File: src/sv/sipf_pkg.sv
// shared constants, types and match function for the source address filter table
package sipf_pkg;

    localparam int RULE_SLOTS = 16;
    localparam int IDX_W      = (RULE_SLOTS > 1) ? $clog2(RULE_SLOTS) : 1;
    localparam int CNT_W      = $clog2(RULE_SLOTS + 1);

    // operation codes
    localparam logic [1:0] FUNC_CHECK = 2'd0;
    localparam logic [1:0] FUNC_ADD   = 2'd1;
    localparam logic [1:0] FUNC_CLEAR = 2'd2;

    // protocol classes
    localparam logic [1:0] CLASS_ALL  = 2'd0;
    localparam logic [1:0] CLASS_TCP  = 2'd1;
    localparam logic [1:0] CLASS_ICMP = 2'd2;
    localparam logic [1:0] CLASS_UDP  = 2'd3;

    // ip protocol numbers
    localparam logic [7:0] PROTO_ICMP = 8'd1;
    localparam logic [7:0] PROTO_TCP  = 8'd6;
    localparam logic [7:0] PROTO_UDP  = 8'd17;

    typedef struct packed {
        logic [31:0] src;
        logic        forbid;
        logic [1:0]  cls;
    } rule_t;

    typedef struct packed {
        logic capture;
        logic exec;
        logic scan_start;
        logic scan_step;
        logic load_out;
    } sipf_cmd_t;

    typedef struct packed {
        logic need_scan;
        logic scan_last;
    } sipf_stat_t;

    function automatic logic rule_hits(rule_t r, logic [31:0] src, logic [7:0] proto);
        logic covers;
        case (r.cls)
            CLASS_ALL:  covers = 1'b1;
            CLASS_TCP:  covers = (proto == PROTO_TCP);
            CLASS_ICMP: covers = (proto == PROTO_ICMP);
            default:    covers = (proto == PROTO_UDP);
        endcase
        return (r.src == src) && r.forbid && covers;
    endfunction

endpackage

File: src/sv/sipf_datapath.sv
// rule memory, rule count, scan index, match logic and result registers
module sipf_datapath (
    input  logic                 clk,
    input  logic                 rst_n,
    input  sipf_pkg::sipf_cmd_t  cmd,
    output sipf_pkg::sipf_stat_t stat,
    input  logic [1:0]           func,
    input  logic [31:0]          packet_src_addr,
    input  logic [7:0]           packet_protocol,
    input  logic [31:0]          new_rule_src_addr,
    input  logic                 new_rule_forbid,
    input  logic [1:0]           new_rule_class,
    output logic                 drop,
    output logic                 table_full
);
    import sipf_pkg::*;

    rule_t              rule_mem [RULE_SLOTS];
    logic [CNT_W-1:0]   rule_count_reg;
    logic [CNT_W-1:0]   scan_idx_reg;
    logic               rd_vld_reg;
    rule_t              rd_data_reg;
    logic               hit_reg;
    logic               refused_reg;
    logic [1:0]         func_reg;
    logic [31:0]        pkt_src_reg;
    logic [7:0]         pkt_proto_reg;
    rule_t              new_rule_reg;
    logic               drop_reg;
    logic               table_full_reg;
    logic               full;
    logic               do_write;

    assign full     = (rule_count_reg == CNT_W'(RULE_SLOTS));
    assign do_write = cmd.exec && (func_reg == FUNC_ADD) && !full;

    assign stat.need_scan = (func_reg == FUNC_CHECK) && (rule_count_reg != '0);
    assign stat.scan_last = (scan_idx_reg == CNT_W'(rule_count_reg - CNT_W'(1)));

    always_ff @(posedge clk or negedge rst_n)
    begin
        if (!rst_n)
        begin
            rule_count_reg <= '0;
            rd_vld_reg     <= 1'b0;
        end
        else
        begin
            rd_vld_reg <= cmd.scan_step;
            if (cmd.exec && func_reg == FUNC_CLEAR)
            begin
                rule_count_reg <= '0;
            end
            else if (do_write)
            begin
                rule_count_reg <= CNT_W'(rule_count_reg + CNT_W'(1));
            end
        end
    end

    always_ff @(posedge clk)
    begin
        if (cmd.capture)
        begin
            func_reg            <= func;
            pkt_src_reg         <= packet_src_addr;
            pkt_proto_reg       <= packet_protocol;
            new_rule_reg.src    <= new_rule_src_addr;
            new_rule_reg.forbid <= new_rule_forbid;
            new_rule_reg.cls    <= new_rule_class;
            hit_reg             <= 1'b0;
            refused_reg         <= 1'b0;
        end
        else
        begin
            if (cmd.exec && func_reg == FUNC_ADD && full)
            begin
                refused_reg <= 1'b1;
            end
            // compare one rule a cycle, in the cycle after its read
            if (rd_vld_reg && rule_hits(rd_data_reg, pkt_src_reg, pkt_proto_reg))
            begin
                hit_reg <= 1'b1;
            end
        end

        if (cmd.scan_start)
        begin
            scan_idx_reg <= '0;
        end
        else if (cmd.scan_step)
        begin
            scan_idx_reg <= CNT_W'(scan_idx_reg + CNT_W'(1));
        end

        if (cmd.load_out)
        begin
            drop_reg       <= (func_reg == FUNC_CHECK) && hit_reg;
            table_full_reg <= (func_reg == FUNC_ADD) && refused_reg;
        end
    end

    always_ff @(posedge clk)
    begin
        if (do_write)
        begin
            rule_mem[rule_count_reg[IDX_W-1:0]] <= new_rule_reg;
        end
        if (cmd.scan_step)
        begin
            rd_data_reg <= rule_mem[scan_idx_reg[IDX_W-1:0]];
        end
    end

    assign drop       = drop_reg;
    assign table_full = table_full_reg;

    a_count_bound: assert property (@(posedge clk) disable iff (!rst_n)
        rule_count_reg <= CNT_W'(RULE_SLOTS))
        else $error("rule count beyond table size");

    a_scan_in_range: assert property (@(posedge clk) disable iff (!rst_n)
        cmd.scan_step |-> scan_idx_reg < rule_count_reg)
        else $error("scan reads past the last stored rule");

    a_no_write_on_scan: assert property (@(posedge clk) disable iff (!rst_n)
        cmd.scan_step |-> !do_write)
        else $error("rule written during a scan");

endmodule

File: src/sv/sipf_ctrl.sv
// sequencer for capture, execute, rule scan and result handoff
module sipf_ctrl (
    input  logic                 clk,
    input  logic                 rst_n,
    input  logic                 in_valid,
    output logic                 in_ready,
    output logic                 out_valid,
    input  logic                 out_ready,
    output sipf_pkg::sipf_cmd_t  cmd,
    input  sipf_pkg::sipf_stat_t stat
);
    import sipf_pkg::*;

    typedef enum logic [2:0] {
        ST_IDLE,
        ST_EXEC,
        ST_SCAN,
        ST_DRAIN,
        ST_DONE
    } state_t;

    state_t state_reg;
    state_t state_next;
    logic   out_valid_reg;
    logic   out_valid_next;
    logic   out_free;

    assign out_free = !out_valid_reg || out_ready;

    always_comb
    begin
        state_next     = state_reg;
        out_valid_next = out_valid_reg && !out_ready;
        cmd            = '0;
        case (state_reg)
            ST_IDLE:
            begin
                if (in_valid)
                begin
                    cmd.capture = 1'b1;
                    state_next  = ST_EXEC;
                end
            end
            ST_EXEC:
            begin
                cmd.exec = 1'b1;
                if (stat.need_scan)
                begin
                    cmd.scan_start = 1'b1;
                    state_next     = ST_SCAN;
                end
                else
                begin
                    state_next = ST_DONE;
                end
            end
            ST_SCAN:
            begin
                cmd.scan_step = 1'b1;
                if (stat.scan_last)
                begin
                    state_next = ST_DRAIN;
                end
            end
            ST_DRAIN:
            begin
                // last read beat is compared here
                state_next = ST_DONE;
            end
            ST_DONE:
            begin
                if (out_free)
                begin
                    cmd.load_out   = 1'b1;
                    out_valid_next = 1'b1;
                    state_next     = ST_IDLE;
                end
            end
            default:
            begin
                state_next = ST_IDLE;
            end
        endcase
    end

    always_ff @(posedge clk or negedge rst_n)
    begin
        if (!rst_n)
        begin
            state_reg     <= ST_IDLE;
            out_valid_reg <= 1'b0;
        end
        else
        begin
            state_reg     <= state_next;
            out_valid_reg <= out_valid_next;
        end
    end

    assign in_ready  = (state_reg == ST_IDLE);
    assign out_valid = out_valid_reg;

    a_one_at_a_time: assert property (@(posedge clk) disable iff (!rst_n)
        in_valid && in_ready |=> !in_ready)
        else $error("second beat taken while busy");

    a_no_overwrite: assert property (@(posedge clk) disable iff (!rst_n)
        cmd.load_out |-> (!out_valid_reg || out_ready))
        else $error("result register overwritten before handoff");

    a_load_sets_valid: assert property (@(posedge clk) disable iff (!rst_n)
        cmd.load_out |=> out_valid_reg)
        else $error("loaded result not presented");

endmodule

File: src/sv/source_ip_protocol_filter_table.sv
// top level of the source address and protocol filter rule table
//
//  channel | signals                                   | dir | handshake
//  --------+-------------------------------------------+-----+-------------------
//  in      | func, packet_src_addr, packet_protocol,   | in  | in_valid/in_ready
//          | new_rule_src_addr, new_rule_forbid,       |     |
//          | new_rule_class                            |     |
//  out     | drop, table_full                          | out | out_valid/out_ready
//
// one beat in at a time; a check of a non-empty table goes from accept
// through execute, a scan of every stored rule, a drain and the result load,
// set by the single-port rule memory read one entry a cycle
// add, clear, unused codes and a check of an empty table skip the scan
// a waiting result sits in the output register while the next beat is accepted
// reset empties the table at once; stored rules are not cleared
module source_ip_protocol_filter_table (
    input  logic        clk,
    input  logic        rst_n,
    input  logic        in_valid,
    output logic        in_ready,
    input  logic [1:0]  func,
    input  logic [31:0] packet_src_addr,
    input  logic [7:0]  packet_protocol,
    input  logic [31:0] new_rule_src_addr,
    input  logic        new_rule_forbid,
    input  logic [1:0]  new_rule_class,
    output logic        out_valid,
    input  logic        out_ready,
    output logic        drop,
    output logic        table_full
);
    import sipf_pkg::*;

    sipf_cmd_t  cmd;
    sipf_stat_t stat;

    sipf_ctrl u_ctrl (
        .clk       (clk),
        .rst_n     (rst_n),
        .in_valid  (in_valid),
        .in_ready  (in_ready),
        .out_valid (out_valid),
        .out_ready (out_ready),
        .cmd       (cmd),
        .stat      (stat)
    );

    sipf_datapath u_datapath (
        .clk               (clk),
        .rst_n             (rst_n),
        .cmd               (cmd),
        .stat              (stat),
        .func              (func),
        .packet_src_addr   (packet_src_addr),
        .packet_protocol   (packet_protocol),
        .new_rule_src_addr (new_rule_src_addr),
        .new_rule_forbid   (new_rule_forbid),
        .new_rule_class    (new_rule_class),
        .drop              (drop),
        .table_full        (table_full)
    );

endmodule
File: config.mk
export PLATFORM = sky130hd
export DESIGN_NAME = source_ip_protocol_filter_table
export DESIGN_NICKNAME = d
export VERILOG_FILES = /design/src/sv/sipf_pkg.sv /design/src/sv/sipf_datapath.sv /design/src/sv/sipf_ctrl.sv /design/src/sv/source_ip_protocol_filter_table.sv
export SDC_FILE = /design/constraint.sdc
export NUM_CORES = 1
export LEC_CHECK = 0
export BUFFER_PORTS_ARGS = -buffer_cell sky130_fd_sc_hd__buf_2
export CELL_PAD_IN_SITES_DETAIL_PLACEMENT = 1
export CELL_PAD_IN_SITES_GLOBAL_PLACEMENT = 2
export CORE_MARGIN = 2
export CORE_UTILIZATION = 50
export DETAILED_ROUTE_END_ITERATION = 10
export GPL_TIMING_DRIVEN = 1
export PLACE_DENSITY_LB_ADDON = 0.1
export SLEW_MARGIN = 0
export SYNTH_ARGS = -nofsm -noshare
export SYNTH_HDL_FRONTEND = slang
export SYNTH_SLANG_ARGS = --single-unit
File: constraint.sdc
create_clock -name clk -period 3.9 [get_ports clk]
set_clock_uncertainty 0.1 [all_clocks]
set_input_delay 0.78 -clock clk [delete_from_list [all_inputs] [get_ports clk]]
set_output_delay 0.78 -clock clk [all_outputs]
set_load 0.02 [all_outputs]
Yosys cells after proc, flatten, opt, wreduce, memory -nomap -nowiden
Memories as Yosys holds them, arrays and structs flattened. A register that Yosys moved wholly into a read port is not among the register bits.
Index checks and enable logic that the tools add are counted.
{ "totals": {"elab_cells": 77, "reg_bits": 96, "out_inout_bits": 4, "input_bits": 81, "n_memories": 1, "mem_bits_rw": 560} }
{ "mem_list": {"columns": ["name", "depth", "word_bits", "read_ports", "rd_clocked_by_memory_dff", "wr", "line_no", "text"], "rows": [
  ["u_datapath.rule_mem", 16, 35, 1, 1, 1, "sipf_datapath.sv:18", "rule_t rule_mem [RULE_SLOTS];"]
]} }
{ "op_classes": {"reduce_logical": 21, "n_addsub": 3, "mux": 20, "eq_ne": 17} }
{ "ops": {"columns": ["cell", "n"], "rows": [
  ["$eq A32 B32 Y1", 1],
  ["$pmux W3 S5", 1],
  ["$mux W3", 4],
  ["$logic_and A1 B1 Y1", 11],
  ["$mux W1", 11],
  ["$add A5 B1 Y5 const B", 2],
  ["$mux W5", 2],
  ["$eq A8 B1 Y1 const B", 1],
  ["$eq A8 B3 Y1 const B", 1],
  ["$eq A8 B5 Y1 const B", 1],
  ["$eq A3 B2 Y1 const B", 2],
  ["$eq A5 B5 Y1", 1],
  ["$eq A5 B5 Y1 const B", 1],
  ["$reduce_bool A5 Y1", 1],
  ["$sub A5 B1 Y5 const B", 1],
  ["$eq A2 B1 Y1 const B", 2],
  ["$eq A2 B2 Y1 const B", 2],
  ["$logic_not A2 Y1", 2],
  ["$ne A2 B2 Y1 const B", 2],
  ["$eq A3 B1 Y1 const B", 1],
  ["$eq A3 B3 Y1 const B", 1],
  ["$logic_not A1 Y1", 3],
  ["$logic_not A3 Y1", 1],
  ["$pmux W1 S3", 1],
  ["5 further kinds", 5]
]} }

Logic depth before layout (Yosys ltp)
{ "depth": {"depth_word": 8, "mapped_depth": 7, "mapped_depth_nobuf": 7} }

Modules after synthesis
From an unflattened synthesis, not the netlist that was laid out.
{ "unflattened": {"cells_unflattened": 1070, "area_unflattened_um2": 25909.8} }
{ "by_module_without_submodules": {"columns": ["module", "cells_each", "seq_area_each_um2", "instances", "area_each_um2"], "rows": [
  ["sipf_datapath", 1049, 20529.7, 1, 25699.6],
  ["sipf_ctrl", 21, 100.1, 1, 210.2]
]} }

Worst setup path before layout
Ideal clock, no wire load.
{ "synth_timing": {"path_kind": "reg-to-reg", "startpoint": "register u_ctrl.state_reg[0]", "endpoint": "register u_datapath.hit_reg", "n_path_buf": 0, "synth_period_minus_slack_ns": 3.603, "required_time_ns": 3.583, "arrival_time_ns": 3.287, "stages_incl_launch_ff": 5, "setup_slack_ns": 0.297, "path_cell_list": "dfrtp_1 nor3_1 and2_1 or4_1 o22ai_1"} }
{ "synth_rtl": {"columns": ["item", "line_no", "text"], "rows": [
  ["start: declaration", "sipf_ctrl.sv:22", "state_t state_reg;"],
  ["start signal: assignment", "sipf_ctrl.sv:95", "state_reg <= state_next;"],
  ["end signal: assignment", "sipf_datapath.sv:71", "hit_reg <= 1'b0;"],
  ["end signal: assignment", "sipf_datapath.sv:83", "hit_reg <= 1'b1;"],
  ["end: declaration", "sipf_datapath.sv:23", "logic hit_reg;"]
]} }

Final worst setup path
{ "layout_timing": {"startpoint": "register u_ctrl.state_reg[1]", "endpoint": "memory u_datapath.rule_mem[11][12] (netlist name) (enable)"} }
{ "layout_via": {"elab_chain_cells": 6} }
{ "layout_rtl": {"columns": ["item", "line_no", "text"], "rows": [
  ["$eq A3 B1 Y1", "sipf_ctrl.sv:35", "case (state_reg)"],
  ["$mux W2", "sipf_ctrl.sv:35", null],
  ["$logic_and A1 B1 Y1 (2 in a row)", "sipf_datapath.sv:35", "assign do_write = cmd.exec && (func_reg == FUNC_ADD) && !full;"],
  ["$mux W1", "sipf_datapath.sv:105", "if (do_write)"],
  ["$mux W1 (not written as such)", "sipf_datapath.sv:107", "rule_mem[rule_count_reg[IDX_W-1:0]] <= new_rule_reg;"],
  ["end: declaration", "sipf_datapath.sv:18", null]
]} }
No other way between the ends.

==> key figures <==
Status
  • Outcome: complete, no violations

Detailed routing
  • Routed WL: 60700 microns
  • DRC violation count after routing: 0
  • Initial DRC count: 1250
  • Via Count: 11600
  • DR pass1 iterations: 5
  • Routed vias/inst: 5.98
  • Post-route ant nets: 0
  • Avg WL per Cell: 31.3 microns

Synth
  • Post-Synth XOR/XNOR Area: 1.62%
  • Cells after synthesis: 1068
  • Asr flop ratio synth: 1.45%
  • Synth top area cells: edfxtp_1, mux4_2, xor2_1
  • Cell accounting for the most synthesized area: edfxtp_1
  • Synth Area in Compound Gates: 0.367%
  • Largest family of logic cells by synthesized area: multiplexers
  • Synth Area in Simple Gates: 1.65%
  • Synth warn: 0
  • Net Count, Synth: 1158
  • Multiplexer share of the synthesized area: 15.3%
  • Sequential area share after synthesis: 79.6%
  • EDFF count, synth: 674
  • Adder-cell share of the synthesized area: 0.434%
  • Unique masters post-synth: 39
  • Top_reg_cell synth: edfxtp_1
  • Syn Area/Cell: 24.3 sq um
  • Mapped Area: 0.0259 sq mm
  • Synth top area share: 78.1%
  • Yosys reg bits: 691

Setup path
  • Kind of start point of the critical path: flip-flop
  • Largest stage delay, worst path: 0.85 ns
  • Crit Path Category: reg -> reg
  • Crit-path cells: or3b_1, nor2_1, and3b_1, and2_2
  • Top delay family on crit path: simple AND/OR/NAND/NOR gates
  • Crit. Startpoint: u_ctrl.state_reg[1]
  • Reg-to-Reg Start: u_ctrl.state_reg[1]
  • Worst EP required: 4.02 ns
  • Worst path bufs/invs: 0
  • Crit path capture type: flip-flop
  • Worst Path Arrival: 3.01 ns
  • Worst path slowest cell: and2_2
  • CP Max Fanout: 35

CTS
  • Worst skew pair latency: 0.60 ns
  • Root Driver: clkbuf_16
  • CTS tree: done
  • Clock buffer count from CTS: 73
  • CTS-repair resized insts: 0
  • Clock Path Buffers: 3
  • CTS Sinks: 691
  • Htree depth: 3
  • Clock transition at the registers of the reported paths: 0.06 ns

Power
  • Total Power: 19000 uW
  • PD cells: 646 mW/mm^2
  • Leakage Power: 0.00922 uW
  • VDD IR max: 0.000453 V

Timing
  • Period Utilization, post-route: 74.2%
  • Final setup violating endpoints: 0
  • Fin. Hold Viols: 0
  • Final setup TNS: 0 ns
  • Fmax: 0.345 GHz
  • Tmin final: 2.90 ns
  • Worst Max-Slew Pin Slew: 1.03 ns
  • Slew margin rel.: 31.6%
  • RSZ-0062 raised after global routing: false
  • Max-slew violations: 0

Global route
  • GR peak layer: met2
  • GR Overflow Total: 0
  • First-pass GRT wire length: 87900 microns
  • Gr usage total: 23.7%
  • Met1 GRT Util: 35.4%
  • Largest net degree at the start of global routing: 71
  • Initial antenna violation count: 5
  • Met3 usage: 5.17%
  • Met2 Usage GRT: 36.2%
  • Number of global-route vias before repair: 11900

Die
  • Chip width: 232 microns
  • # rows: 83
  • Core footprint: 0.0513 sq mm
  • Die Footprint: 0.0537 sq mm
  • Die height: 232 microns
  • Starting density of the core: 50.5%
  • I/O Pins: 85

Worst hold path
  • HP Class: in -> reg
  • Worst Hold Launch: packet_src_addr[17]

Finish
  • Ant. Diodes: 0
  • Largest register FFs: 560
  • Non-Filler Instances: 1940
  • Layout Nets: 1296
  • P&R area growth vs syn: 13.3%
  • Util after Layout: 57.2%
  • Fillers: 4280
  • Share of layout cells above drive strength 1: 31.3%

Placed design
  • DP Wirelength: 38800 microns
  • Port-buffer cells: 84
  • Final GP Congestion: 0.774
  • Placed cells: 1810

Job
  • Max-cap check violation count: 0
## Yosys cell counts (6+ instances only)
library cell and instances:
ha_1 9, buf_2 11, edfxtp_1 674, inv_1 6, and2_1 12, nand2_1 6
clkbuf_1 25, buf_6 9, nor2_1 20, dfrtp_1 10, nand4_1 6, nor4_1 7
xor2_1 38, mux4_2 175, xnor2_1 10, dfxtp_1 7
## through the flow
step	instance area, sq um	worst slack (ns)	hold WS, ns
6_report	29400	1.00	0.251
4_1_cts	29400	0.975	0.215
5_1_grt	29400	0.856	0.222
3_5_place_dp	27200	0.991	0.357
3_3_place_gp	27200	0.990	0.348
2_1_floorplan	25900	0.297	0.332
## report_power, final
group / internal, uW / switching (uW) / leakage, uW
Clock: 3490 / 2740 / 0.00102
Sequential: 8980 / 725 / 0.00629
Combinational: 1420 / 1610 / 0.00191
Total: 13900 / 5080 / 0.00922
## logic make-up after synthesis
| kind of cell | count (synthesis) |
|---|---|
| AOI/OAI and AO/OA | 14 |
| xor gates and xnor gates | 48 |
| adders and majority gates | 9 |
| buffers and inverters | 51 |
| DFF | 691 |
| muxes | 177 |
| and+or+nand+nor | 78 |
## path summary, 6_finish.rpt
path                            cells after the start                            to  slack, ns
worst max register to register                      4   u_datapath.rule_mem[11][12]       1.00
min in group asynchronous                           2  u_datapath.rule_count_reg[0]       0.50
worst min-delay path                                1    u_datapath.pkt_src_reg[17]       0.25
worst min register to register                      2        u_datapath.refused_reg       0.36
max in group asynchronous                           2  u_datapath.rule_count_reg[1]       3.00
worst max-delay path                                4   u_datapath.rule_mem[11][12]       1.00
## per-layer routing
layer  up-vias  share of wire, %  routed length (microns)
met1      6321                44                    26700
met4         0               2.0                     1200
li1       4806                 -                        -
met3        74               6.5                     3970
met5         -                 0                        0
met2       396                47                    28800
## layout make-up
class                   count  area (sq um)  area share (%)
well taps                 680           851            2.90
repair buffers            108           691            2.35
flip-flops and latches    691         20600            70.3
multi-input cells         326          5050            17.2
inverters                   6          22.5          0.0767
clock inverters            32           159           0.541
clock buffers              97          1940            6.60
## cells in the final DEF (no fill, tap or decap), types with 5 or more instances in the layout
cell,synthesis,final
nor3_1,5,5
nor2_1,20,19
clkbuf_1,25,23
ha_1,9,9
nand4_1,6,6
buf_4,0,16
xnor2_1,10,10
clkbuf_16,0,74
nor4_1,7,7
nand2_1,6,6
buf_12,0,7
dfrtp_1,10,10
buf_2,11,84
xor2_1,38,38
mux4_2,175,175
edfxtp_1,674,674
a21oi_1,5,5
inv_1,6,6
and2_2,0,11
clkinv_2,0,10
clkinv_1,0,18
## repair_timing
action	in CTS	in global routing
endpoints found under the hold margin	10	0
setup buffers	0	0
hold buffers	1	0
No activity file was read; power rests on OpenSTA's default activity.
